### config.mk
export PLATFORM = sky130hd
export DESIGN_NAME = bf3_cell
export DESIGN_NICKNAME = d
export VERILOG_FILES = /design/src/design/bf3_pkg.sv /design/src/design/bf3_cell.sv
export SDC_FILE = /design/constraint.sdc
export NUM_CORES = 1
export LEC_CHECK = 0
export BUFFER_PORTS_ARGS = -buffer_cell sky130_fd_sc_hd__buf_2
export CAP_MARGIN = 30
export CORE_MARGIN = 1
export CORE_UTILIZATION = 48
export CTS_CLUSTER_SIZE = 14
export DETAILED_ROUTE_END_ITERATION = 12
export GPL_TIMING_DRIVEN = 0
export MAX_ROUTING_LAYER = met4
export PLACE_DENSITY = 0.84
export SYNTH_ARGS = -nofsm -noshare
export SYNTH_HDL_FRONTEND = slang
export SYNTH_SLANG_ARGS = --single-unit
### constraint.sdc
create_clock -name clk_i -period 2.3 [get_ports clk_i]
set_input_delay 0 -clock clk_i [delete_from_list [all_inputs] [get_ports clk_i]]
set_output_delay 0 -clock clk_i [all_outputs]
set_load 0.01 [all_outputs]
### src/design/bf3_pkg.sv
// Shared constants, types and register codes of the 3x3 box filter stream.
package bf3_pkg;

  localparam int unsigned MaxWidth  = 1024;
  localparam int unsigned MaxHeight = 1024;
  localparam int unsigned PixW      = 16;
  localparam int unsigned CoordW    = 10;
  localparam int unsigned AddrW     = $clog2(MaxWidth);
  localparam int unsigned SizeW     = 11;
  localparam int unsigned CoefW     = 16;
  localparam int unsigned Sum3W     = PixW + 2;
  localparam int unsigned Sum9W     = PixW + 4;
  localparam int unsigned ProdW     = Sum9W + CoefW;
  localparam int unsigned FracW     = 16;
  localparam int unsigned WinCols   = 3;
  localparam int unsigned NumSlots  = 3;
  localparam int unsigned OutDataW  = 40;
  localparam int unsigned CfgIdxW   = 2;
  localparam int unsigned CfgDataW  = 16;

  localparam logic [PixW-1:0]  PixMax      = {PixW{1'b1}};
  localparam logic [SizeW-1:0] WidthReset  = SizeW'(10);
  localparam logic [SizeW-1:0] HeightReset = SizeW'(50);
  localparam logic [CoefW-1:0] CoefReset   = CoefW'(7209);

  // configuration register indexes
  typedef enum logic [CfgIdxW-1:0] {
    CFG_WIDTH  = 2'd0,
    CFG_HEIGHT = 2'd1,
    CFG_COEF   = 2'd2
  } cfg_idx_e;

  // one window column, top row to bottom row
  typedef struct packed {
    logic [PixW-1:0] top;
    logic [PixW-1:0] mid;
    logic [PixW-1:0] bot;
  } col_t;

  // one result pixel
  typedef struct packed {
    logic [CoordW-1:0] row;
    logic [CoordW-1:0] col;
    logic [PixW-1:0]   val;
  } result_t;

  // the results of one input, slot 0 goes out first
  typedef struct packed {
    result_t [NumSlots-1:0] slot;
    logic [NumSlots-1:0]    mask;
  } emit_t;

  // per-pixel bookkeeping travelling down the pipeline
  typedef struct packed {
    logic [CoordW-1:0] row;
    logic [CoordW-1:0] col;
    logic [CoordW-1:0] col_last;
    logic [PixW-1:0]   pix;
    logic [PixW-1:0]   mid;
    logic [PixW-1:0]   center;
    logic              en_diag;
    logic              en_edge;
    logic              en_self;
    logic              interior;
  } meta_t;

endpackage

### src/design/bf3_cell.sv
// One window column cell: holds a pixel column and its sum, hands both on.
module bf3_cell (
  input  logic                      clk_i,
  input  logic                      rst_ni,
  input  logic                      en_i,
  input  bf3_pkg::col_t             col_i,
  input  logic [bf3_pkg::Sum3W-1:0] sum_i,
  output bf3_pkg::col_t             col_o,
  output logic [bf3_pkg::Sum3W-1:0] sum_o
);

  bf3_pkg::col_t             col_q;
  logic [bf3_pkg::Sum3W-1:0] sum_q;

  // shift in the neighbour's column on each window step
  always_ff @(posedge clk_i or negedge rst_ni) begin
    if (!rst_ni) begin
      col_q <= '0;
      sum_q <= '0;
    end else if (en_i) begin
      col_q <= col_i;
      sum_q <= sum_i;
    end
  end

  assign col_o = col_q;
  assign sum_o = sum_q;

endmodule

==> results.rst <==
.. list-table::
   :header-rows: 1

   * - Metric
     - Value
   * - Count of nets left with antenna violations after detail routing
     - 0
   * - Largest area contributor in the netlist
     - sky130_fd_sc_hd__dfrtp_1
   * - Num rows
     - 26
   * - Overall routing resource usage
     - 0.272
   * - Antenna violations before repair
     - 0
   * - Signed area change from the synthesized netlist to the final layout
     - 63.9%
   * - Via density
     - 4.79
   * - Num CTS Buffers
     - 9
   * - Outcome
     - completed
   * - Final setup margin
     - 1.42 ns
   * - Series of cell instances along the critical path
     - buf_2
   * - Drc violations
     - 0
   * - Clock root buffer master
     - sky130_fd_sc_hd__clkbuf_8
   * - Placeable core region
     - 5170 um2
   * - X dimension of the die
     - 75.8 um
   * - Most common library cell in the layout ignoring fill and taps
     - sky130_fd_sc_hd__buf_2
   * - Number of warnings reported in the yosys synthesis log
     - 0
   * - Kind of start point of the critical path
     - flip-flop
   * - Setup TNS after final layout
     - 0 ns
   * - CP endpoint kind
     - primary output
   * - Final design instance area without fill
     - 4280 um2
   * - Die Height
     - about 76 um
   * - Placed Instances
     - between 300 and 400
   * - LEAKAGE
     - 2.17 nW
   * - Nets
     - roughly 420
   * - Critical Path AT
     - 0.88 ns
   * - Number of levels in the clock H-tree
     - 3
   * - Number of setup violations in the final report
     - 0
   * - Clock transition at the registers of the reported paths
     - 0.06 ns
   * - Maximum clock frequency
     - between 1 and 1.5 GHz
   * - Remaining max-slew budget at the tightest pin
     - 0.843
   * - Placed wire-length estimate after detailed placement
     - approximately 4000 um
   * - First-pass GRT wire length
     - 10500 um
   * - Sequential-to-total area share from yosys stat
     - 0.632
   * - Post-synthesis net count
     - about 210
   * - Clock skew
     - 0 ns
   * - Number of distinct library cell variants in the gate-level netlist after synthesis
     - 5
   * - Post-detailed-placement cell area
     - approximately 3400 um2
   * - Max stage delay on crit path
     - around 0.4 ns
   * - Post-DR wirelength/cell
     - 17.1 um
   * - Commonest non-fill, non-tap cells in the layout
     - sky130_fd_sc_hd__buf_2, sky130_fd_sc_hd__dlygate4sd3_1, sky130_fd_sc_hd__dfrtp_1, sky130_fd_sc_hd__mux2_4, sky130_fd_sc_hd__mux2_2
   * - Max-cap violations
     - 0
   * - Min Clock Period, post-route
     - 0.880 ns
   * - Number of buffers added for setup after CTS
     - 0
   * - Class of the most critical setup path
     - flip-flop to primary output
   * - Crit Path Max Fanout
     - 2
   * - I/O pin total
     - 135
   * - Required time of the worst setup path
     - 2.30 ns
   * - Worst voltage drop across the vdd grid
     - between 0.4 and 0.5 mV
   * - Cells on Worst Hold Path
     - 2
   * - Depth of the worst register-to-register path
     - 1
   * - Non-filler cells, final
     - 427
   * - Number of hold violations in the final report
     - 0
   * - DRC marker count from the first detailed-route iteration
     - 82
   * - Starting utilization of the core area
     - 0.505
   * - Global placement routability congestion
     - between 0.7 and 0.8
   * - Vias after detailed routing
     - 2044
   * - Worst Tran Pin Value
     - 0.235 ns
   * - Total Wirelength
     - 7320 um
   * - Buf/Inv on CP
     - 1
   * - Count of state elements after synthesis
     - 66
   * - Clock latency on the worst-skew pair
     - around 0.32 ns
   * - Reg2reg end
     - col_o[32]
   * - Family with the most delay on the worst path
     - flip-flops
   * - Mapped Cells
     - ~140
   * - Post-Syn Area
     - 2610 um2
   * - Final core area utilization
     - 0.828
   * - TritonCTS sink count
     - 66
   * - Type of the tightest min-delay check
     - input port to flip-flop
   * - TritonCTS clock tree
     - built
   * - Floorplan die area
     - 5740 um2
   * - Synth top area cells
     - sky130_fd_sc_hd__dfrtp_1, sky130_fd_sc_hd__mux2_4, sky130_fd_sc_hd__mux2_2
   * - Number of input and output port buffers inserted
     - 133
   * - Minimum setup slack after placement
     - 1.51 ns
   * - Slowest cell on the critical path
     - sky130_fd_sc_hd__dfrtp_1
   * - Mean instance size in the synthesized netlist
     - 18.8 um2
   * - Period utilization
     - 0.383
   * - Vias in the first global route
     - 2202
   * - Min-Delay Startpoint
     - en_i
   * - Area share of the largest cell type after synthesis
     - 0.632
   * - Maximum number of buffers from clock root to sink
     - 2
   * - Final Slew Violations
     - 0
   * - Critical register-to-register path startpoint
     - col_o[32]
   * - Cts repair resizes
     - 0
   * - Layout fillers
     - 250
   * - Pwr/cell area
     - 677 nW/um2
   * - Unrepaired setup endpoints after global routing
     - no
   * - Fraction of final layout cells with drive strength greater than 1
     - 0.619
   * - Worst setup slack for register-to-register paths
     - 1.49 ns
   * - Maximum number of pins on one net before global-route repair
     - 40
   * - Count of TritonRoute iterations in the first routing pass
     - 4
   * - Antenna cells
     - 0
   * - Capture endpoint of the worst hold path
     - col_o[15]
   * - Total overflow reported by the global router
     - 0
kinds of logic (layout without fill, tap and decap cells):
kind of cell           Yosys count  count (layout)  share of synthesized area
multiplexers                    66              66                      0.342
flip-flops                      66              66                      0.632
buffers and inverters            7             225                     0.0254
registers in the layout, indices dropped and copies added (netlist names):
signal	count
col_o	48
sum_o	18
cell usage after synthesis:
master and count:
sky130_fd_sc_hd__buf_2 2, sky130_fd_sc_hd__mux2_2 26, sky130_fd_sc_hd__buf_6 5, sky130_fd_sc_hd__dfrtp_1 66, sky130_fd_sc_hd__mux2_4 40
report_power, final:
part | internal [W] | switching (W) | total (W)
clock | 0.000560 | 0.000398 | 0.000959
sequential | 0.00128 | 0.0000681 | 0.00135
combinational | 0.000353 | 0.000239 | 0.000592
layout make-up:
class                   instances  area, um2  share of cell area
repair buffers                202       1380               0.323
well taps                      70       87.6              0.0205
clock inverters                 2       35.0             0.00818
clock buffers                  14        163              0.0380
plain buffers                   7       66.3              0.0155
multi-input cells              66        893               0.209
flip-flops and latches         66       1650               0.386
timing repair:
| action | in CTS | in global routing |
|---|---|---|
| setup endpoints to repair | 0 | 0 |
| hold endpoints to repair | 110 | 0 |
| hold buffers | 67 | 0 |
routing by layer:
metal	up-vias	global-route usage	share of wire
li1	913	-	-
met1	998	0.269	0.37
met2	106	0.487	0.54
met3	27	0.0542	0.054
met4	0	0.171	0.039
met5	-	-	0
per-stage QoR:
stage               hold WS (ns)  power, W
floorplan                 -0.296   0.00161
global placement           0.231   0.00182
detailed placement        -0.148   0.00185
CTS                      0.00146   0.00289
global route              0.0120   0.00303
finish                    0.0119   0.00290
how the worst max path moves through the flow:
| stage | startpoint | to | slack, ns | cells past startpoint |
|---|---|---|---|---|
| floorplan | col_o[0] | col_o[0] | 1.52 | 1 |
| global placement | rst_ni | col_o[19] | 1.02 | 1 |
| detailed placement | col_o[32] | col_o[32] | 1.51 | 1 |
| CTS | col_o[32] | col_o[32] | 1.41 | 1 |
| global route | col_o[20] | col_o[20] | 1.39 | 1 |
| finish | col_o[32] | col_o[32] | 1.42 | 1 |
Power figures use the tool's default switching activity.
