==> src/design/bf3_pkg.sv <==
// Shared constants, types and register codes of the 3x3 box filter stream.
package bf3_pkg;

  localparam int unsigned MaxWidth  = 1024;
  localparam int unsigned MaxHeight = 1024;
  localparam int unsigned PixW      = 16;
  localparam int unsigned CoordW    = 10;
  localparam int unsigned AddrW     = $clog2(MaxWidth);
  localparam int unsigned SizeW     = 11;
  localparam int unsigned CoefW     = 16;
  localparam int unsigned Sum3W     = PixW + 2;
  localparam int unsigned Sum9W     = PixW + 4;
  localparam int unsigned ProdW     = Sum9W + CoefW;
  localparam int unsigned FracW     = 16;
  localparam int unsigned WinCols   = 3;
  localparam int unsigned NumSlots  = 3;
  localparam int unsigned OutDataW  = 40;
  localparam int unsigned CfgIdxW   = 2;
  localparam int unsigned CfgDataW  = 16;

  localparam logic [PixW-1:0]  PixMax      = {PixW{1'b1}};
  localparam logic [SizeW-1:0] WidthReset  = SizeW'(10);
  localparam logic [SizeW-1:0] HeightReset = SizeW'(50);
  localparam logic [CoefW-1:0] CoefReset   = CoefW'(7209);

  // configuration register indexes
  typedef enum logic [CfgIdxW-1:0] {
    CFG_WIDTH  = 2'd0,
    CFG_HEIGHT = 2'd1,
    CFG_COEF   = 2'd2
  } cfg_idx_e;

  // one window column, top row to bottom row
  typedef struct packed {
    logic [PixW-1:0] top;
    logic [PixW-1:0] mid;
    logic [PixW-1:0] bot;
  } col_t;

  // one result pixel
  typedef struct packed {
    logic [CoordW-1:0] row;
    logic [CoordW-1:0] col;
    logic [PixW-1:0]   val;
  } result_t;

  // the results of one input, slot 0 goes out first
  typedef struct packed {
    result_t [NumSlots-1:0] slot;
    logic [NumSlots-1:0]    mask;
  } emit_t;

  // per-pixel bookkeeping travelling down the pipeline
  typedef struct packed {
    logic [CoordW-1:0] row;
    logic [CoordW-1:0] col;
    logic [CoordW-1:0] col_last;
    logic [PixW-1:0]   pix;
    logic [PixW-1:0]   mid;
    logic [PixW-1:0]   center;
    logic              en_diag;
    logic              en_edge;
    logic              en_self;
    logic              interior;
  } meta_t;

endpackage

==> src/design/bf3_emitter.sv <==
// Output stage: holds up to three results of one pixel and sends them in order.
module bf3_emitter (
  input  logic                         clk_i,
  input  logic                         rst_ni,
  input  logic                         load_i,
  input  bf3_pkg::emit_t               load_data_i,
  output logic                         free_o,
  output logic                         m_axis_tvalid_o,
  input  logic                         m_axis_tready_i,
  output logic [bf3_pkg::OutDataW-1:0] m_axis_tdata_o,
  output logic                         m_axis_tlast_o
);

  logic [bf3_pkg::NumSlots-1:0] mask_q, mask_d, rest;
  bf3_pkg::result_t [bf3_pkg::NumSlots-1:0] slot_q;
  bf3_pkg::result_t cur;
  logic hs, last;

  // pending results, lowest slot first
  always_comb begin
    rest = mask_q & (mask_q - bf3_pkg::NumSlots'(1));
    last = (rest == '0);
    hs   = m_axis_tvalid_o && m_axis_tready_i;
    free_o = (mask_q == '0) || (hs && last);
    mask_d = mask_q;
    if (hs) begin
      mask_d = rest;
    end
    if (load_i) begin
      mask_d = load_data_i.mask;
    end
  end

  always_ff @(posedge clk_i or negedge rst_ni) begin
    if (!rst_ni) begin
      mask_q <= '0;
    end else begin
      mask_q <= mask_d;
    end
  end

  always_ff @(posedge clk_i) begin
    if (load_i) begin
      slot_q <= load_data_i.slot;
    end
  end

  // pick the first pending slot
  always_comb begin
    if (mask_q[0]) begin
      cur = slot_q[0];
    end else if (mask_q[1]) begin
      cur = slot_q[1];
    end else begin
      cur = slot_q[2];
    end
  end

  assign m_axis_tvalid_o = (mask_q != '0);
  assign m_axis_tlast_o  = last;
  assign m_axis_tdata_o  = {4'd0, cur.val, cur.col, cur.row};

endmodule
==> config.mk <==
export PLATFORM = sky130hd
export DESIGN_NAME = bf3_emitter
export DESIGN_NICKNAME = d
export VERILOG_FILES = /design/src/design/bf3_pkg.sv /design/src/design/bf3_emitter.sv
export SDC_FILE = /design/constraint.sdc
export NUM_CORES = 1
export LEC_CHECK = 0
export BUFFER_PORTS_ARGS = -buffer_cell sky130_fd_sc_hd__clkbuf_2
export CORE_ASPECT_RATIO = 2
export CORE_MARGIN = 8
export CORE_UTILIZATION = 45
export CTS_CLUSTER_SIZE = 40
export DETAILED_ROUTE_END_ITERATION = 8
export PLACE_DENSITY = 0.74
export SYNTH_ARGS = -nofsm -noshare
export SYNTH_HDL_FRONTEND = slang
export SYNTH_SLANG_ARGS = --single-unit
==> constraint.sdc <==
create_clock -name clk_i -period 1.2 [get_ports clk_i]
set_clock_uncertainty 0.05 [all_clocks]
set_input_delay 0.06 -clock clk_i [delete_from_list [all_inputs] [get_ports clk_i]]
set_output_delay 0.06 -clock clk_i [all_outputs]
set_load 0.03 [all_outputs]
==> key figures, run 1 <==
Floorplanning
  – Die Y: 153 um
  – Die W: 84.5 um
  – Ports: 158
  – Number of cell rows: 50
  – Initial Util: 45.6%

Yosys
  – Post-synth EDFFs: 108
  – Top_reg_cell synth: edfxtp_1
  – Async SR Flop Fraction: 2.70%
  – Top-count cell post-synth: edfxtp_1
  – Yosys reg bits: 111
  – Post-synth cell types: 18
  – Top post-synthesis cells by count: 108 x edfxtp_1, 40 x nand2_1, 40 x o21ai_0, 36 x mux2i_1, 5 x buf_4
  – Post-Synthesis Cells: 254
  – Sequential fraction of the synthesis area: 78.7%
  – Main area contributors after synthesis: edfxtp_1 77%, mux2i_1 8.5%, o21ai_0 4.7%, nand2_1 3.6%, dfrtp_1 1.8%
  – Biggest area consumer among synthesized cells: edfxtp_1
  – Synth Cell Area: 4220 um2
  – Syn Area/Cell: 16.6 um2
  – Synth warn: 0
  – Top cell type's share of synthesized area: 76.9%

Placement
  – Placed Instances: 506
  – Placer Congestion: 0.768
  – Input/output buffers: 153
  – Post-detail-place hpwl: 7320 um

Clock tree
  – Clk buf depth: 2
  – Root buffer cell: clkbuf_16
  – Post-CTS Setup Repair Bufs: 6
  – # clock sinks: 111
  – Post-cts gate resize count: 68
  – TritonCTS buffer count: 9
  – H-tree depth: 3
  – Hold Buf Count CTS: 107

Status
  – Tool error: [ERROR RSZ-0060] Max buffer count reached.
  – Run status: stopped before the end
  – Last stage: 4_1_cts
[metrics by stage]
| stage | instance area [um2] | worst slack [ns] | hold WS, ns |
|---|---|---|---|
| floorplan | 4310 | -0.116 | -0.286 |
| global placement | 5230 | -0.0598 | -0.190 |
| detailed placement | 5230 | -0.0787 | -0.188 |
[kinds of logic after synthesis]
| kind of cell | synth area share, % |
|---|---|
| AOI/OAI and AO/OA | 5.40 |
| DFF | 78.7 |
| and+or+nand+nor | 4.15 |
| other | 0.0889 |
| muxes | 8.54 |
| buffers and inverters | 3.14 |
==> run 2, diff against run 1 <==
--- a/config.mk
+++ b/config.mk
@@ -6,12 +6,10 @@
 export NUM_CORES = 1
 export LEC_CHECK = 0
 export BUFFER_PORTS_ARGS = -buffer_cell sky130_fd_sc_hd__clkbuf_2
-export CORE_ASPECT_RATIO = 2
 export CORE_MARGIN = 8
-export CORE_UTILIZATION = 45
-export CTS_CLUSTER_SIZE = 40
+export CORE_UTILIZATION = 30
 export DETAILED_ROUTE_END_ITERATION = 8
-export PLACE_DENSITY = 0.74
+export PLACE_DENSITY_LB_ADDON = 0.15
 export SYNTH_ARGS = -nofsm -noshare
 export SYNTH_HDL_FRONTEND = slang
 export SYNTH_SLANG_ARGS = --single-unit
==> run 2 against run 1 <==
Net effect: the flow now finishes, with violations (setup timing); synthesized cell count unchanged; synthesized area unchanged.
==> key figures, run 2 <==
Status
  – Run status: complete, but fails checks
  – Failing checks: setup timing

STA
  – Final setup TNS: -15.29 ns
  – Fmax: 607 MHz
  – Setup-failing EPs final: 39
  – Final setup margin: -0.447 ns
  – Post-Route Hold Slack: 0.0481 ns
  – Slew Viols, Final: 0
  – Min Clock Period, post-route: 1.65 ns
  – Fin crit share: 137%
  – RSZ-0062 raised after global routing: yes
  – Final Hold Vio Count: 0

Pwr
  – Leakage: 2.93 nW
  – Reg power frac: 48.5%
  – Net Switching: 2.42 mW
  – Gate power share: 21.2%
  – Peak supply drop: 0.970 mV
  – Internal power: 7.25 mW
  – Clock power frac: 30.2%
  – PwrDens: 1330 nW/um2
  – Sw Share: 25.0%

Clock tree
  – Root buffer cell: clkbuf_16
  – TritonCTS buffer count: 9 (unchanged)
  – H-tree depth: 3 (unchanged)
  – CTS tree: done
  – # clock sinks: 111 (unchanged)
  – Worst-Skew Late Latency: 0.35 ns
  – Clk buf depth: 2 (unchanged)
  – Clock slew at reported path FFs: 0.07 ns

Critical path
  – Max stage delay on crit path: 0.50 ns
  – Cells on worst reg2reg path: 4
  – CP Data Required Time: 1.09 ns
  – Crit path max fanout: 18
  – Worst R2R End: mask_q[2]$_DFFE_PN0P_
  – Crit path buf inv count: 3
  – Crit path capture type: output port
  – CP arrival: 1.54 ns
  – Crit-path cells: buf_12 -> buf_12 -> o21ai_1 -> clkbuf_4
  – Crit path kind: reg2out
  – Worst r2r src: mask_q[0]$_DFFE_PN0P_
  – Delay-heaviest family, CP: buffers and inverters
  – Kind of start point of the critical path: register
  – Most common cell on crit path: buf_12
  – Slowest-stage cell, CP: dfrtp_4
  – R2R Setup Slk: 0.08 ns

Cells and area
  – Most frequent cells in the layout: 114 x dlygate4sd3_1, 114 x clkbuf_2, 108 x edfxtp_1
  – Design Area, Final: 7250 um2
  – Post-synthesis to final-layout area growth: 71.8%
  – Total Nets Final: 655
  – Fillers: 1,167
  – Register name with the most flops: slot_q
  – Max reg flops: 108
  – Diode count: 0
  – Layout Utilization: 52.4%
  – Share of layout cells above drive strength 1: 43.0%
  – Top Registers: slot_q (108), mask_q (3)

Detailed routing
  – Via-to-Cell Ratio: 4.28
  – WL per Instance: 15.4 um
  – Initial DRT Pass Iterations: 4
  – Final antenna-violating net count: 0
  – Drt total wl: 11,100 um
  – Initial drt markers: 109
  – Residual DRC: 0
  – Vias: 3,098

Global route
  – Number of global-route vias before repair: 3,471
  – Initial antenna violation count: 0
  – Gr usage total: 12.7%
  – Gr ovfl total: 0
  – First-pass GRT wire length: 17,500 um
  – Largest net degree at the start of global routing: 27

Floorplanning
  – Number of cell rows: 43 (-14%)
  – Initial Util: 30.5% (-15 points)
  – Core ar.: 13,800 um2
  – Die W: 135 um (+59%)
  – Die ar.: 18,100 um2
  – Die Y: 135 um (-12%)
  – Ports: 158 (unchanged)

Min path
  – Worst Hold Class: in2reg
  – Worst hold start: load_i
  – Hold path cells: 3
  – Hold endpoint: mask_q[2]$_DFFE_PN0P_

Yosys
  – Async SR Flop Fraction: 2.70% (unchanged)
  – Syn Area/Cell: 16.6 um2 (unchanged)
  – Top_reg_cell synth: edfxtp_1
  – Yosys reg bits: 111 (unchanged)
  – Main area contributors after synthesis: edfxtp_1 77%, mux2i_1 8.5%, o21ai_0 4.7%, nand2_1 3.6%, dfrtp_1 1.8%
  – Top post-synthesis cells by count: 108 x edfxtp_1, 40 x nand2_1, 40 x o21ai_0, 36 x mux2i_1, 5 x buf_4
  – Top-count cell post-synth: edfxtp_1
  – Synth Cell Area: 4220 um2 (unchanged)
  – Biggest area consumer among synthesized cells: edfxtp_1
  – Post-synth EDFFs: 108 (unchanged)
  – Post-synth cell types: 18 (unchanged)
  – Sequential fraction of the synthesis area: 78.7% (unchanged)
  – Top cell type's share of synthesized area: 76.9% (unchanged)
  – Synth warn: 0 (unchanged)
  – Post-Synthesis Cells: 254 (unchanged)

Placement
  – Area after DPL: 5400 um2 (+3.4%)
  – Input/output buffers: 153 (unchanged)
  – Post-detail-place hpwl: 7410 um (+1.4%)
  – Placer Congestion: 0.725 (-5.7%)

Run
  – Max-cap violations: 0
-- run 2: cell counts after synthesis --
Identical to the previous run, type by type.
-- run 2: per-layer routing --
metal | share of wire, % | track usage (%)
met1 | 39 | 13.9
met2 | 50 | 21.1
met3 | 8.4 | 5.53
met4 | 2.1 | 5.43
met5 | 0 | 0
-- run 2: worst max-delay path by stage --
stage | depth (start not counted) | end | start | slack [ns]
final | 4 | m_axis_tdata_o[17] | mask_q[0]$_DFFE_PN0P_ | -0.45
after global routing | 4 | m_axis_tdata_o[17] | mask_q[1]$_DFFE_PN0P_ | -0.52
after CTS | 4 | m_axis_tdata_o[12] | mask_q[0]$_DFFE_PN0P_ | -0.46
after detailed placement | 3 | m_axis_tdata_o[35] | mask_q[0]$_DFFE_PN0P_ | -0.11
after global placement | 3 | m_axis_tdata_o[35] | mask_q[0]$_DFFE_PN0P_ | -0.10
after floorplan | 3 | m_axis_tdata_o[0] | mask_q[0]$_DFFE_PN0P_ | -0.12
-- run 2: cell type report --
cell class	count	area, um2	share of cell area (%)
well taps	180	225	3.11
clock buffers	10	229	3.16
repair buffers	289	2440	33.6
inverters	1	3.75	0.0518
multi-input cells	128	968	13.4
flip-flops and latches	111	3320	45.9
clock inverters	5	60.1	0.829
-- run 2: per-stage QoR --
stage / setup WS, ns / total power, mW / std cells
after floorplan: -0.116 / 5.58 / 257
after global placement: -0.104 / 6.19 / 591
after detailed placement: -0.106 / 6.20 / 591
after CTS: -0.457 / 9.74 / 724
after global routing: -0.523 / 10.1 / 724
final: -0.447 / 9.66 / 724
-- run 2: cell families (layout without fill, tap and decap cells) --
logic type / Yosys count / count (layout) / synth area share [%]
and+or+nand+nor: 44 / 44 / 4.15
muxes: 36 / 36 / 8.54
other: 1 / 4 / 0.0889
AOI/OAI and AO/OA: 44 / 44 / 5.40
buffers and inverters: 18 / 305 / 3.14
DFF: 111 / 111 / 78.7
-- run 2: tightest hold or removal path: stages --
cell,delay (ns)
buf_4,0.21
nand2_1,0.09
o21ai_1,0.05
-- run 2: power by group through the flow --
stage / combinational [mW] / sequential, mW / clock, mW
finish: 2.05 / 4.69 / 2.92
global route: 2.19 / 4.72 / 3.16
CTS: 2.01 / 4.69 / 3.05
detailed placement: 1.43 / 4.78 / 0
global placement: 1.42 / 4.77 / 0
floorplan: 0.844 / 4.74 / 0
-- run 2: repair_timing --
action | in CTS | in global routing
cloned | 0 | 0
pin swaps | 5 | 0
resized for setup | 75 | 30
buffers inserted | 4 | 0
setup endpoints to repair | 39 | 40
hold buffers | 114 | 0
endpoints found under the hold margin | 114 | 0
Note: power is estimated with default switching activity, not from simulation.
